===== config.mk =====
export PLATFORM = sky130hd
export DESIGN_NAME = sense_arq_transmit_control_unit_flat
export DESIGN_NICKNAME = d
export VERILOG_FILES = /design/src/rtl/satc_pkg.sv /design/src/rtl/satc_stream_if.sv /design/src/rtl/satc_cell.sv /design/src/rtl/sense_arq_transmit_control_unit.sv /design/src/flat_wrapper.sv
export SDC_FILE = /design/constraint.sdc
export NUM_CORES = 2
export LEC_CHECK = 0
export BUFFER_PORTS_ARGS = -buffer_cell sky130_fd_sc_hd__buf_2
export CAP_MARGIN = 10
export CORE_UTILIZATION = 35
export CTS_CLUSTER_SIZE = 40
export DETAILED_ROUTE_END_ITERATION = 10
export PLACE_DENSITY = 0.59
export SYNTH_ARGS = -nofsm -noshare
export SYNTH_HDL_FRONTEND = slang
export SYNTH_SLANG_ARGS = --single-unit

===== constraint.sdc =====
create_clock -name clk_i -period 12.5 [get_ports clk_i]
set_clock_uncertainty 0.15 [all_clocks]
set_input_delay 0.625 -clock clk_i [delete_from_list [all_inputs] [get_ports clk_i]]
set_output_delay 0.625 -clock clk_i [all_outputs]
set_load 0.01 [all_outputs]

===== src/rtl/satc_pkg.sv =====
package satc_pkg;

  // pending table depth default
  localparam int unsigned PendingDepth = 16;

  // request types
  localparam logic [1:0] REQ_TICK     = 2'd0;
  localparam logic [1:0] REQ_FEEDBACK = 2'd1;
  localparam logic [1:0] REQ_SEND     = 2'd2;

  // feedback events
  localparam logic [1:0] EV_COLLISION = 2'd1;
  localparam logic [1:0] EV_CLEAR     = 2'd2;

  // transmit modes
  localparam logic [1:0] MODE_SENSE = 2'd0;
  localparam logic [1:0] MODE_CLEAR = 2'd1;
  localparam logic [1:0] MODE_COLL  = 2'd2;

  // configuration register indexes
  localparam logic [1:0] CFG_SENSE_TICKS = 2'd0;
  localparam logic [1:0] CFG_ACK_TIMEOUT = 2'd1;
  localparam logic [1:0] CFG_HIGH_POWER  = 2'd2;
  localparam logic [1:0] CFG_LOW_POWER   = 2'd3;

  // register reset values
  localparam logic [15:0] SenseTicksRst = 16'd50;
  localparam logic [15:0] AckTimeoutRst = 16'd100;
  localparam logic [15:0] HighPowerRst  = 16'hFFFF;
  localparam logic [15:0] LowPowerRst   = 16'd8192;

  // a zero window length falls back to this
  localparam logic [15:0] DefaultSense = 16'd50;
  localparam logic [7:0]  HeaderBytes  = 8'd4;
  localparam logic [7:0]  RetryMax     = 8'hFF;

  typedef struct packed {
    logic [1:0]  req_type;
    logic [1:0]  fb_event;
    logic        ack_valid;
    logic [15:0] ack_seq;
    logic [7:0]  payload_len;
  } in_word_t;

  typedef struct packed {
    logic [1:0]  mode;
    logic        power_update;
    logic [15:0] power_level;
    logic        send_grant;
    logic        is_retransmit;
    logic [15:0] seq_out;
    logic [7:0]  retry_count;
    logic [7:0]  frame_len_byte;
    logic        pending_full;
  } out_word_t;

  typedef struct packed {
    logic [1:0]  reg_idx;
    logic [15:0] wdata;
  } cfg_word_t;

  // one pending table entry
  typedef struct packed {
    logic [15:0] seq;
    logic [31:0] sent_time;
    logic [7:0]  retry;
  } entry_t;

  typedef enum logic [2:0] {
    CMD_HOLD,
    CMD_MATCH,
    CMD_DROP,
    CMD_ROTATE,
    CMD_APPEND
  } cell_cmd_e;

  // broadcast to every cell of the pending row
  typedef struct packed {
    cell_cmd_e   cmd;
    logic [15:0] ack_seq;
    entry_t      new_entry;
  } cell_ctl_t;

endpackage


===== src/rtl/satc_stream_if.sv =====
interface satc_stream_if #(
  parameter type word_t = logic [0:0]
);
  logic  valid;
  logic  ready;
  word_t data;

  modport source (output valid, output data, input ready);
  modport sink (input valid, input data, output ready);
endinterface


===== src/rtl/satc_cell.sv =====
module satc_cell (
  input  logic               clk_i,
  input  logic               rst_ni,
  input  satc_pkg::cell_ctl_t ctl_i,
  input  logic               left_valid_i,
  input  logic               right_valid_i,
  input  satc_pkg::entry_t   right_entry_i,
  input  logic               kill_i,
  output logic               valid_o,
  output satc_pkg::entry_t   entry_o,
  output logic               kill_o
);
  import satc_pkg::*;

  logic   valid_q, valid_d;
  logic   match_q, match_d;
  entry_t entry_q, entry_d;

  // an ack match here or in any cell to the left shifts this cell
  assign kill_o  = kill_i | match_q;
  assign valid_o = valid_q;
  assign entry_o = entry_q;

  always_comb begin
    valid_d = valid_q;
    match_d = match_q;
    entry_d = entry_q;
    unique case (ctl_i.cmd)
      CMD_HOLD: ;
      CMD_MATCH: match_d = valid_q && (entry_q.seq == ctl_i.ack_seq);
      CMD_DROP: begin
        if (kill_i || match_q) begin
          valid_d = right_valid_i;
          entry_d = right_entry_i;
        end
      end
      CMD_ROTATE: begin
        // the old tail position takes the resent entry
        if (valid_q && !right_valid_i) begin
          entry_d = ctl_i.new_entry;
        end else begin
          valid_d = right_valid_i;
          entry_d = right_entry_i;
        end
      end
      CMD_APPEND: begin
        if (!valid_q && left_valid_i) begin
          valid_d = 1'b1;
          entry_d = ctl_i.new_entry;
        end
      end
      default: ;
    endcase
  end

  always_ff @(posedge clk_i or negedge rst_ni) begin
    if (!rst_ni) begin
      valid_q <= 1'b0;
      match_q <= 1'b0;
    end else begin
      valid_q <= valid_d;
      match_q <= match_d;
    end
  end

  always_ff @(posedge clk_i) begin
    entry_q <= entry_d;
  end

endmodule


===== src/rtl/sense_arq_transmit_control_unit.sv =====
// Transmit controller for a sensing MAC with automatic repeat of timed-out
// frames. One result word comes out for every input word. The block takes one
// word at a time: a tick, a send request or a feedback word without an ack
// passes from acceptance through the execute and done states to the output
// register, and the next word is accepted once the block is back in idle; a
// feedback word carrying an ack also passes through the drop state, since the
// pending row first registers its sequence compares and then closes the gap.
// A result still waiting for the receiver holds the next one back, so output
// stalls also hold off the next input word. The pending table is a row of
// PENDING_DEPTH identical cells, oldest entry in cell 0; each cell holds one
// entry and a valid bit and shifts from its right neighbor on removal, so
// resend-to-back and append are each a single row command and an ack removal
// a match then a drop, regardless of depth. A finished result waits in the
// output register while the next word is accepted; configuration words are
// taken at any time and must be written only while the block is idle.
module sense_arq_transmit_control_unit #(
  parameter int unsigned PENDING_DEPTH = satc_pkg::PendingDepth
) (
  input  logic         clk_i,
  input  logic         rst_ni,
  satc_stream_if.sink   in_i,
  satc_stream_if.source out_o,
  satc_stream_if.sink   cfg_i
);
  import satc_pkg::*;

  typedef enum logic [1:0] {
    ST_IDLE,
    ST_EXEC,
    ST_DROP,
    ST_DONE
  } state_e;

  state_e      state_q, state_d;
  in_word_t    in_q;
  out_word_t   res_q, res_d;
  out_word_t   out_q, out_d;
  logic        out_valid_q, out_valid_d;

  // controller state
  logic [1:0]  mode_q, mode_d;
  logic [15:0] win_q, win_d;
  logic        coll_q, coll_d;
  logic [15:0] next_seq_q, next_seq_d;
  logic [31:0] now_q, now_d;

  // configuration registers
  logic [15:0] sense_ticks_q;
  logic [15:0] ack_timeout_q;
  logic [15:0] high_power_q;
  logic [15:0] low_power_q;

  // pending row
  cell_ctl_t   cell_ctl;
  logic [PENDING_DEPTH-1:0] cell_valid;
  logic [PENDING_DEPTH-1:0] cell_kill;
  entry_t      cell_entry [PENDING_DEPTH];

  logic        in_fire;
  logic [15:0] win_len;
  logic [15:0] win_next;
  logic [15:0] upper_pw;
  logic [15:0] lower_pw;
  logic [31:0] head_age;
  logic        head_timed_out;
  logic        table_full;

  // ---------------------------------------------------------------------
  // chain of pending cells, cell 0 holds the oldest entry
  // ---------------------------------------------------------------------
  for (genvar g = 0; g < PENDING_DEPTH; g++) begin : g_cell
    logic   left_valid;
    logic   right_valid;
    logic   kill_in;
    entry_t right_entry;

    if (g == 0) begin : g_head
      assign left_valid = 1'b1;
      assign kill_in    = 1'b0;
    end else begin : g_body
      assign left_valid = cell_valid[g-1];
      assign kill_in    = cell_kill[g-1];
    end

    if (g == PENDING_DEPTH - 1) begin : g_tail
      assign right_valid = 1'b0;
      assign right_entry = '0;
    end else begin : g_mid
      assign right_valid = cell_valid[g+1];
      assign right_entry = cell_entry[g+1];
    end

    satc_cell u_cell (
      .clk_i         (clk_i),
      .rst_ni        (rst_ni),
      .ctl_i         (cell_ctl),
      .left_valid_i  (left_valid),
      .right_valid_i (right_valid),
      .right_entry_i (right_entry),
      .kill_i        (kill_in),
      .valid_o       (cell_valid[g]),
      .entry_o       (cell_entry[g]),
      .kill_o        (cell_kill[g])
    );
  end

  // ---------------------------------------------------------------------
  // handshakes
  // ---------------------------------------------------------------------
  assign in_i.ready  = (state_q == ST_IDLE);
  assign in_fire     = in_i.valid && in_i.ready;
  assign cfg_i.ready = 1'b1;
  assign out_o.valid = out_valid_q;
  assign out_o.data  = out_q;

  // ---------------------------------------------------------------------
  // shared datapath pieces
  // ---------------------------------------------------------------------
  assign win_len  = (sense_ticks_q == '0) ? DefaultSense : sense_ticks_q;
  assign win_next = win_q + 16'd1;
  assign upper_pw = (high_power_q > low_power_q) ? high_power_q : low_power_q;
  assign lower_pw = (high_power_q > low_power_q) ? low_power_q : high_power_q;

  // wrapped age of the oldest entry against the ack timeout
  assign head_age       = now_q - cell_entry[0].sent_time;
  assign head_timed_out = cell_valid[0] && (head_age > {16'd0, ack_timeout_q});
  assign table_full     = cell_valid[PENDING_DEPTH-1];

  // ---------------------------------------------------------------------
  // next state and result
  // ---------------------------------------------------------------------
  always_comb begin
    state_d     = state_q;
    res_d       = res_q;
    out_d       = out_q;
    out_valid_d = out_valid_q && !out_o.ready;
    mode_d      = mode_q;
    win_d       = win_q;
    coll_d      = coll_q;
    next_seq_d  = next_seq_q;
    now_d       = now_q;

    cell_ctl.cmd       = CMD_HOLD;
    cell_ctl.ack_seq   = in_q.ack_seq;
    cell_ctl.new_entry = '0;

    unique case (state_q)
      ST_IDLE: begin
        if (in_fire) begin
          state_d = ST_EXEC;
        end
      end

      ST_EXEC: begin
        res_d   = '0;
        state_d = ST_DONE;
        case (in_q.req_type)
          REQ_TICK: begin
            now_d = now_q + 32'd1;
            if (mode_q == MODE_SENSE) begin
              win_d = win_next;
              if (win_next >= win_len) begin
                win_d = '0;
                if (coll_q) begin
                  // collision seen in this window: sense once more
                  coll_d = 1'b0;
                end else begin
                  mode_d             = MODE_CLEAR;
                  res_d.power_update = 1'b1;
                  res_d.power_level  = upper_pw;
                end
              end
            end
          end

          REQ_FEEDBACK: begin
            if (mode_q == MODE_SENSE) begin
              if (in_q.fb_event == EV_COLLISION) begin
                coll_d = 1'b1;
              end
            end else if (mode_q == MODE_CLEAR) begin
              if (in_q.fb_event == EV_COLLISION) begin
                mode_d             = MODE_COLL;
                res_d.power_update = 1'b1;
                res_d.power_level  = lower_pw;
              end
            end else begin
              if (in_q.fb_event == EV_CLEAR) begin
                mode_d = MODE_SENSE;
                win_d  = '0;
                coll_d = 1'b0;
              end
            end
            // ack removal: compare this cycle, close the gap next cycle
            if (in_q.ack_valid) begin
              cell_ctl.cmd = CMD_MATCH;
              state_d      = ST_DROP;
            end
          end

          REQ_SEND: begin
            if (mode_q != MODE_SENSE) begin
              res_d.send_grant     = 1'b1;
              res_d.frame_len_byte = in_q.payload_len + HeaderBytes;
              if (head_timed_out) begin
                // resend the oldest entry and move it to the back
                res_d.is_retransmit = 1'b1;
                res_d.seq_out       = cell_entry[0].seq;
                res_d.retry_count   = (cell_entry[0].retry == RetryMax) ?
                                      RetryMax : cell_entry[0].retry + 8'd1;
                cell_ctl.cmd                 = CMD_ROTATE;
                cell_ctl.new_entry.seq       = cell_entry[0].seq;
                cell_ctl.new_entry.sent_time = now_q;
                cell_ctl.new_entry.retry     = res_d.retry_count;
              end else begin
                res_d.seq_out = next_seq_q;
                next_seq_d    = next_seq_q + 16'd1;
                if (table_full) begin
                  res_d.pending_full = 1'b1;
                end else begin
                  cell_ctl.cmd                 = CMD_APPEND;
                  cell_ctl.new_entry.seq       = next_seq_q;
                  cell_ctl.new_entry.sent_time = now_q;
                  cell_ctl.new_entry.retry     = '0;
                end
              end
            end
          end

          default: ;
        endcase
        res_d.mode = mode_d;
      end

      ST_DROP: begin
        cell_ctl.cmd = CMD_DROP;
        state_d      = ST_DONE;
      end

      ST_DONE: begin
        // hand the result over once the output register is free
        if (!out_valid_q || out_o.ready) begin
          out_d       = res_q;
          out_valid_d = 1'b1;
          state_d     = ST_IDLE;
        end
      end

      default: state_d = ST_IDLE;
    endcase
  end

  // ---------------------------------------------------------------------
  // registers
  // ---------------------------------------------------------------------
  always_ff @(posedge clk_i or negedge rst_ni) begin
    if (!rst_ni) begin
      state_q       <= ST_IDLE;
      out_valid_q   <= 1'b0;
      mode_q        <= MODE_SENSE;
      win_q         <= '0;
      coll_q        <= 1'b0;
      next_seq_q    <= '0;
      now_q         <= '0;
      sense_ticks_q <= SenseTicksRst;
      ack_timeout_q <= AckTimeoutRst;
      high_power_q  <= HighPowerRst;
      low_power_q   <= LowPowerRst;
    end else begin
      state_q     <= state_d;
      out_valid_q <= out_valid_d;
      mode_q      <= mode_d;
      win_q       <= win_d;
      coll_q      <= coll_d;
      next_seq_q  <= next_seq_d;
      now_q       <= now_d;
      if (cfg_i.valid && cfg_i.ready) begin
        unique case (cfg_i.data.reg_idx)
          CFG_SENSE_TICKS: sense_ticks_q <= cfg_i.data.wdata;
          CFG_ACK_TIMEOUT: ack_timeout_q <= cfg_i.data.wdata;
          CFG_HIGH_POWER:  high_power_q  <= cfg_i.data.wdata;
          CFG_LOW_POWER:   low_power_q   <= cfg_i.data.wdata;
          default: ;
        endcase
      end
    end
  end

  // payload registers
  always_ff @(posedge clk_i) begin
    if (in_fire) begin
      in_q <= in_i.data;
    end
    res_q <= res_d;
    out_q <= out_d;
  end

  // ---------------------------------------------------------------------
  // assertions
  // ---------------------------------------------------------------------

  // valid cells always form an unbroken run starting at cell 0
  assert property (@(posedge clk_i) disable iff (!rst_ni)
    ((cell_valid >> 1) & ~cell_valid) == '0)
    else $error("pending row has a hole");

  // an accepted word is executed in the very next cycle
  assert property (@(posedge clk_i) disable iff (!rst_ni)
    in_fire |=> (state_q == ST_EXEC))
    else $error("accepted word not executed");

  // no grant is ever reported while sensing
  assert property (@(posedge clk_i) disable iff (!rst_ni)
    out_valid_q |-> !(out_q.send_grant && (out_q.mode == MODE_SENSE)))
    else $error("grant reported in sensing mode");

  // a power announcement always comes with a mode change
  assert property (@(posedge clk_i) disable iff (!rst_ni)
    (state_q == ST_EXEC) && res_d.power_update |-> (mode_d != mode_q))
    else $error("power update without mode change");

  // never append into a full row
  assert property (@(posedge clk_i) disable iff (!rst_ni)
    (cell_ctl.cmd == CMD_APPEND) |-> !table_full)
    else $error("append into full pending row");

endmodule


===== src/flat_wrapper.sv =====
// flat-port wrapper written by rule: the top's interface ports become plain ports
module sense_arq_transmit_control_unit_flat import satc_pkg::*;
#(
  parameter int unsigned PENDING_DEPTH = satc_pkg::PendingDepth
)
  (clk_i, rst_ni, in_i_valid, in_i_data, in_i_ready, out_o_valid, out_o_data, out_o_ready, cfg_i_valid, cfg_i_data, cfg_i_ready);
  satc_stream_if #(.word_t(in_word_t)) in_i_i ();
  satc_stream_if #(.word_t(out_word_t)) out_o_i ();
  satc_stream_if #(.word_t(cfg_word_t)) cfg_i_i ();
  input  logic clk_i;
  input  logic rst_ni;
  input wire logic [$bits(in_i_i.valid)-1:0] in_i_valid;
  input wire logic [$bits(in_i_i.data)-1:0] in_i_data;
  output wire logic [$bits(in_i_i.ready)-1:0] in_i_ready;
  output wire logic [$bits(out_o_i.valid)-1:0] out_o_valid;
  output wire logic [$bits(out_o_i.data)-1:0] out_o_data;
  input wire logic [$bits(out_o_i.ready)-1:0] out_o_ready;
  input wire logic [$bits(cfg_i_i.valid)-1:0] cfg_i_valid;
  input wire logic [$bits(cfg_i_i.data)-1:0] cfg_i_data;
  output wire logic [$bits(cfg_i_i.ready)-1:0] cfg_i_ready;
  assign in_i_i.valid = in_i_valid;
  assign in_i_i.data = in_i_data;
  assign in_i_ready = in_i_i.ready;
  assign out_o_valid = out_o_i.valid;
  assign out_o_data = out_o_i.data;
  assign out_o_i.ready = out_o_ready;
  assign cfg_i_i.valid = cfg_i_valid;
  assign cfg_i_i.data = cfg_i_data;
  assign cfg_i_ready = cfg_i_i.ready;
  sense_arq_transmit_control_unit #(.PENDING_DEPTH(PENDING_DEPTH)) u_core (.clk_i(clk_i), .rst_ni(rst_ni), .in_i(in_i_i), .out_o(out_o_i), .cfg_i(cfg_i_i));
endmodule

# After elaboration in Yosys (flattened, before gate mapping)
# Index checks and enable logic that the tools add are counted.
# W data, S select, Z words.
dict set report word_totals {
  ff_bits 1199
  word_cells 516
}
dict set report op_classes {
  add_sub_neg 6
  magnitude_cmp 3
  n_eq_ne 89
  muxes 167
  bitwise 17
  n_reduce_logical 120
}
# operator n
set ops {}
lappend ops {{$pmux W56 S3} 16}
lappend ops {{$mux W56} 38}
lappend ops {{$eq A16 B16 Y1} 16}
lappend ops {{$mux W16} 9}
lappend ops {{$mux W17} 6}
lappend ops {{$ne A2 B2 Y1 const B} 50}
lappend ops {{$reduce_and A4 Y1} 15}
lappend ops {{$mux W1} 59}
lappend ops {{$pmux W1 S3} 16}
lappend ops {{$reduce_and A2 Y1} 23}
lappend ops {{$mux W35} 1}
lappend ops {{$logic_and A1 B1 Y1} 34}
lappend ops {{$pmux W17 S2} 1}
lappend ops {{$add A16 B1 Y16 const B} 2}
lappend ops {{$add A32 B1 Y32 const B} 1}
lappend ops {{$gt A32 B16 Y1} 1}
lappend ops {{$pmux W16 S2} 1}
lappend ops {{$sub A32 B32 Y32} 1}
lappend ops {{$mux W2} 10}
lappend ops {{$logic_not A1 Y1} 17}
lappend ops {{$ge A16 B16 Y1} 1}
lappend ops {{$gt A16 B16 Y1} 1}
lappend ops {{$logic_not A16 Y1} 1}
lappend ops {{$logic_or A1 B1 Y1} 16}
lappend ops {{other kinds (27)} 66}

# Depth between registers and ports, before layout
dict set report depth {
  depth_word 17
  depth_mapped 28
}

# By module
# From an unflattened synthesis, not the netlist that was laid out.
dict set report hier_totals {
  hier_cells 3772
  area_unflattened_um2 57416.3
}
# mod instances cells_per_inst area_per_inst_um2 seq_area_each_um2
set by_module_without_submodules {}
lappend by_module_without_submodules {satc_cell 16 154 2682.6 1731.7}
lappend by_module_without_submodules {sense_arq_transmit_control_unit 1 1308 14495.2 7495.9}

# Least setup slack after synthesis
# Ideal clock, no wire load.
dict set report synth_timing {
  path_type {flip-flop to flip-flop}
  from {reg u_core.now_q[0]}
  to {reg u_core.g_cell[0].u_cell.entry_q, in the netlist u_core.g_cell[0].u_cell.entry_o[0], enable pin}
  t_arrival_ns 8.841
  required_ns 11.796
  path_slack_ns 2.955
  path_stages_with_launch 22
  n_path_buf 2
  period_less_slack_ns 9.545
  cell_sequence {dfrtp_1 inv_1 ha_1 fa_1 nand2b_1 a21oi_1 o21ai_1 o31ai_1 xor2_1 ha_1 nand4_1 o22ai_1 a2111oi_0 o32ai_1 or4_1 or3_4 o31ai_2 and2_1 buf_4 buf_2 a211oi_2 a211oi_1}
}
dict set report synth_via {
  elab_chain_cells 10
  elab_cells_between_ends 14
}
# element line
set synth_rtl {}
lappend synth_rtl {{start, declared} sense_arq_transmit_control_unit.sv:45} ;# logic [31:0] now_q, now_d;
lappend synth_rtl {{start signal, assigned} sense_arq_transmit_control_unit.sv:276} ;# now_q <= now_d;
lappend synth_rtl {{$sub A32 B32 Y32 (*)} sense_arq_transmit_control_unit.sv:125} ;# assign head_age = now_q - cell_entry[0].sent_time;
lappend synth_rtl {{$gt A32 B16 Y1 (*)} sense_arq_transmit_control_unit.sv:126} ;# assign head_timed_out = cell_valid[0] && (head_age > {16'd0, ack_timeout_q});
lappend synth_rtl {{$logic_and A1 B1 Y1 (*)} sense_arq_transmit_control_unit.sv:126}
lappend synth_rtl {{$mux W3 (*)} sense_arq_transmit_control_unit.sv:205} ;# if (head_timed_out) begin
lappend synth_rtl {{$mux W3 (*)} sense_arq_transmit_control_unit.sv:202} ;# if (mode_q != MODE_SENSE) begin
lappend synth_rtl {{$pmux W3 S2 (*)} sense_arq_transmit_control_unit.sv:157} ;# case (in_q.req_type)
lappend synth_rtl {{$pmux W3 S2 (*)} sense_arq_transmit_control_unit.sv:147} ;# unique case (state_q)
lappend synth_rtl {{$eq A3 B3 Y1 or $eq A3 B2 Y1 (tied branches)} satc_cell.sv:28} ;# unique case (ctl_i.cmd)
lappend synth_rtl {{$ne A2 B2 Y1 (no source line) or $reduce_bool A3 Y1 (tied branches)} --}
lappend synth_rtl {{$reduce_and A3 Y1 (no source line) (*)} --}
lappend synth_rtl {{end signal, assigned} satc_cell.sv:67} ;# entry_q <= entry_d;
lappend synth_rtl {{end, declared} satc_cell.sv:17} ;# entry_t entry_q, entry_d;
# Mark *: on every way between the ends. The rest lies on a longest branch, timed or not.
# A chain may end at the register's enable or synchronous reset.

==> run summary <==
Leading area contributor after synthesis: edfxtp_1
GR Util met3: 0.0305
CTS tree: built
Post-CTS sizing: 0
Synth warn: 0
ANT nets after route: 0
H-tree levels: 4
Post-synth EDFFs: 1033
Reg2Reg Launch Point: u_core.now_q[0]$_DFFE_PN0P_
Met1 usage in global routing: 0.262
Fillers: 18500
CP max FO: 181
DPL Wire Length: 124000 um
Cells after synthesis: 6714
Largest net degree at the start of global routing: 182
Worst-margin pin slew: 1360 ps
First-pass GRT wire length: 289000 um
Tmin final: 8030 ps
Final setup violation count: 0
Outcome: finished, final reports clean
Netlist cell types: 91
Share of the synthesized area in the top cell type: 0.460
CTS Hold Buffers Added: 42
Starting Density: 0.353
Unrepaired setup endpoints after global routing: false
Mapped Area: 0.0674 mm2
Buffers on Ports: 107
CP Launch Type: flip-flop
Hold path start: cfg_i_data[1]
GR peak layer: met2
GR Overflow Total: 0
Max frequency: 125 MHz
Worst Path Required: 12920 ps
Pleak: 26.2 nW
Worst hold path class: input pin to flip-flop
RD Place Congestion: 0.883
Routed Wire Length: 184000 um
Peak supply drop: 164 uV
Root Driver: clkbuf_16
Switch share: 0.298
Average size of a mapped cell: 10.0 um2
Int Power: 9.40 mW
Die Ht: 441 um
Top-level I/O count: 109
CP arrival: 8450 ps
NetSw: 3.99 mW
Fin Setup TNS: 0 ps
DRT Pass-1 Iters: 6
Initial antenna violation count: 0
Maximum buffer depth of the clock tree: 3
Die width: 441 um
Critical path class: flip-flop to flip-flop
Global Route Usage Sum: 0.183
Crit end category: flip-flop
Vias per inst: 5.72
CORE AREA: 0.191 mm2
Main area contributors after synthesis: edfxtp_1 (46%), o21ai_0 (8.4%), dfrtp_1 (5.3%)
Top FF cell, synth: edfxtp_1
TritonCTS Buffers: 138
Post-synth ARST share: 0.138
Diodes inserted: 0
Seq cells post-synth: 1199
Worst R2R Setup Slack: 4470 ps
Setup Buffers After CTS: 0
Multi-input logic area: 0.0294 mm2
Clock Latency Late Sink: 790 ps
Mapped Nets: 6858
Hold endpoint: u_core.ack_timeout_q[1]$_DFFE_PN0P_
Tcrit/Tclk final: 0.642
Starting DRT DRC Count: 5171
Post-synthesis sequential area ratio: 0.522
Clock sink count: 1199
Reg2reg path depth: 23
Max-slew violations: 0
Max-cap violations: 0
Combinational share of power: 0.214
Area grow syn2layout: 10.9%
PwrDens: 179 mW/mm2
Share of cells above drive strength 1: 0.100
Clk pwr share: 0.302
DR vias: 51900
Clock-pin slew on the worst setup and hold paths: 60 ps
Seq pwr share: 0.484
Nets@finish: 6595
Dpl cells: 8776
Row count: 160
Hold depth: 2
Drt wl/cell: 20.2 um
Worst reg2reg path endpoint: u_core.g_cell[10].u_cell.entry_o[14]$_DFFE_PP_
Worst relative slew slack: 0.0904
Grt met2 use: 0.286
Total power: 13.4 mW
# DRC: 0
DIE AREA: 0.194 mm2
FF/Latch Area: 0.0352 mm2
Final cell count without fillers: 9073
Final Hold Vio Count: 0
Number of global-route vias before repair: 49100
registers in the layout (all words and copies together) (netlist names), 13 cells and up:
name                          flops
u_core.cell_ctl                  16
u_core.g_cell.u_cell.valid_o     16
u_core.g_cell.u_cell.match_q     16
u_core.high_power_q              16
u_core.sense_ticks_q             16
u_core.next_seq_q                16
u_core.in_q                      13
u_core.ack_timeout_q             16
u_core.win_q                     16
u_core.low_power_q               16
u_core.now_q                     32
u_core.out_o.data                54
u_core.g_cell.u_cell.entry_o    896
u_core.res_q                     54
per-stage QoR:
| step | hold WS, ps | utilization | worst slack [ps] | area (um2) |
|---|---|---|---|---|
| floorplan | 179 | - | 2950 | 67400 |
| global placement | 251 | 0.366 | 4630 | 69800 |
| detailed placement | 255 | 0.366 | 4540 | 69800 |
| CTS | 0.676 | 0.391 | 4490 | 74700 |
| global route | 13.5 | 0.392 | 3920 | 74700 |
| finish | 42.4 | 0.392 | 4470 | 74700 |
cell usage in the layout (no fill, tap or decap), drive strengths merged, types with 58 or more instances in the layout:
cell type	count
a221o	289
a21oi	368
mux2	70
o21ai	1217
xor2	118
nor3	58
inv	121
buf	253
edfxtp	1033
clkbuf	188
o22ai	60
nor2	285
nand3	115
ha	91
dfrtp	143
nand4	65
a22oi	456
nand2	815
xnor2	224
power groups by stage:
stage	sequential (mW)	clock, mW	combinational [mW]
after global routing	6.60	4.27	3.20
after floorplan	6.44	0	2.04
after detailed placement	6.54	0	2.84
after global placement	6.51	0	2.78
after CTS	6.47	4.13	2.86
final	6.48	4.04	2.86
layer usage:
metal,wire [um],vias to the layer above
met5,0,-
met4,4120,0
met3,12300,234
met2,82400,1743
met1,84900,25000
li1,-,24900
logic make-up after synthesis:
family,after synthesis,synth area share
AO/OA/AOI/OAI,2675,0.255
XOR/XNOR,342,0.0444
adder cells (fa/ha/maj),92,0.0172
buffers and inverters,815,0.0497
flip-flops,1199,0.522
multiplexers,93,0.0151
other,1,0.0000556
AND/OR/NAND/NOR,1497,0.0964
worst max-delay path by stage:
stage | from | to | slack [ps] | depth (start not counted)
2_1_floorplan | u_core.now_q[0]$_DFFE_PN0P_ | u_core.g_cell[0].u_cell.entry_o[0]$_DFFE_PP_ | 2950 | 21
3_3_place_gp | u_core.now_q[0]$_DFFE_PN0P_ | u_core.g_cell[0].u_cell.entry_o[14]$_DFFE_PP_ | 4630 | 22
3_5_place_dp | u_core.now_q[0]$_DFFE_PN0P_ | u_core.g_cell[0].u_cell.entry_o[12]$_DFFE_PP_ | 4540 | 23
4_1_cts | u_core.now_q[0]$_DFFE_PN0P_ | u_core.g_cell[0].u_cell.entry_o[24]$_DFFE_PP_ | 4490 | 23
5_1_grt | u_core.now_q[2]$_DFFE_PN0P_ | u_core.g_cell[8].u_cell.entry_o[24]$_DFFE_PP_ | 3920 | 26
6_report | u_core.now_q[0]$_DFFE_PN0P_ | u_core.g_cell[10].u_cell.entry_o[14]$_DFFE_PP_ | 4470 | 23
synth_stat cells (7+ instances only):
cell and n:
a211oi_1 27, a21o_1 18, a21oi_1 360, a21oi_2 8, a221o_1 287, a221oi_4 7
a22o_1 17, a22oi_1 456, a31oi_1 16, a32o_1 13, a32oi_1 40, and2_1 10
and3_1 21, buf_1 17, buf_2 164, buf_4 14, clkbuf_1 499, dfrtp_1 143
dfstp_2 23, edfxtp_1 1033, ha_1 91, inv_1 116, mux2_2 70, mux2i_1 23
nand2_1 814, nand2b_1 28, nand3_1 115, nand4_1 65, nor2_1 283, nor2b_1 16
nor3_1 54, nor4_1 38, o211ai_1 13, o21a_1 13, o21ai_0 1130, o21ai_1 87
o221ai_1 26, o22ai_1 60, o31ai_1 37, o41ai_1 7, or3_1 15, xnor2_1 224
xor2_1 118
worst max-delay path: stages (launching register included):
cell and delay, ps:
dfrtp_1 450, inv_1 70, ha_1 200, fa_1 410, nand2b_1 180, a21oi_1 310, o21ai_1 150, nand2b_1 160
xor2_1 190, ha_1 260, a21o_1 160, a21oi_1 220, o22ai_1 120, a2111oi_0 470, o32ai_1 170, or4_1 480
or3_4 480, o31ai_2 230, buf_4 310, and2_4 690, buf_12 620, buf_12 540, a22oi_1 150, o21ai_0 140
area by class of cell:
class / count / area share
Clock buffer: 188 / 0.0518
Clock inverter: 63 / 0.00789
Inverter: 117 / 0.00588
Multi-Input combinational cell: 4700 / 0.393
Sequential cell: 1199 / 0.471
Tap cell: 2511 / 0.0420
Timing Repair Buffer: 295 / 0.0283
Power figures use the tool's default switching activity.
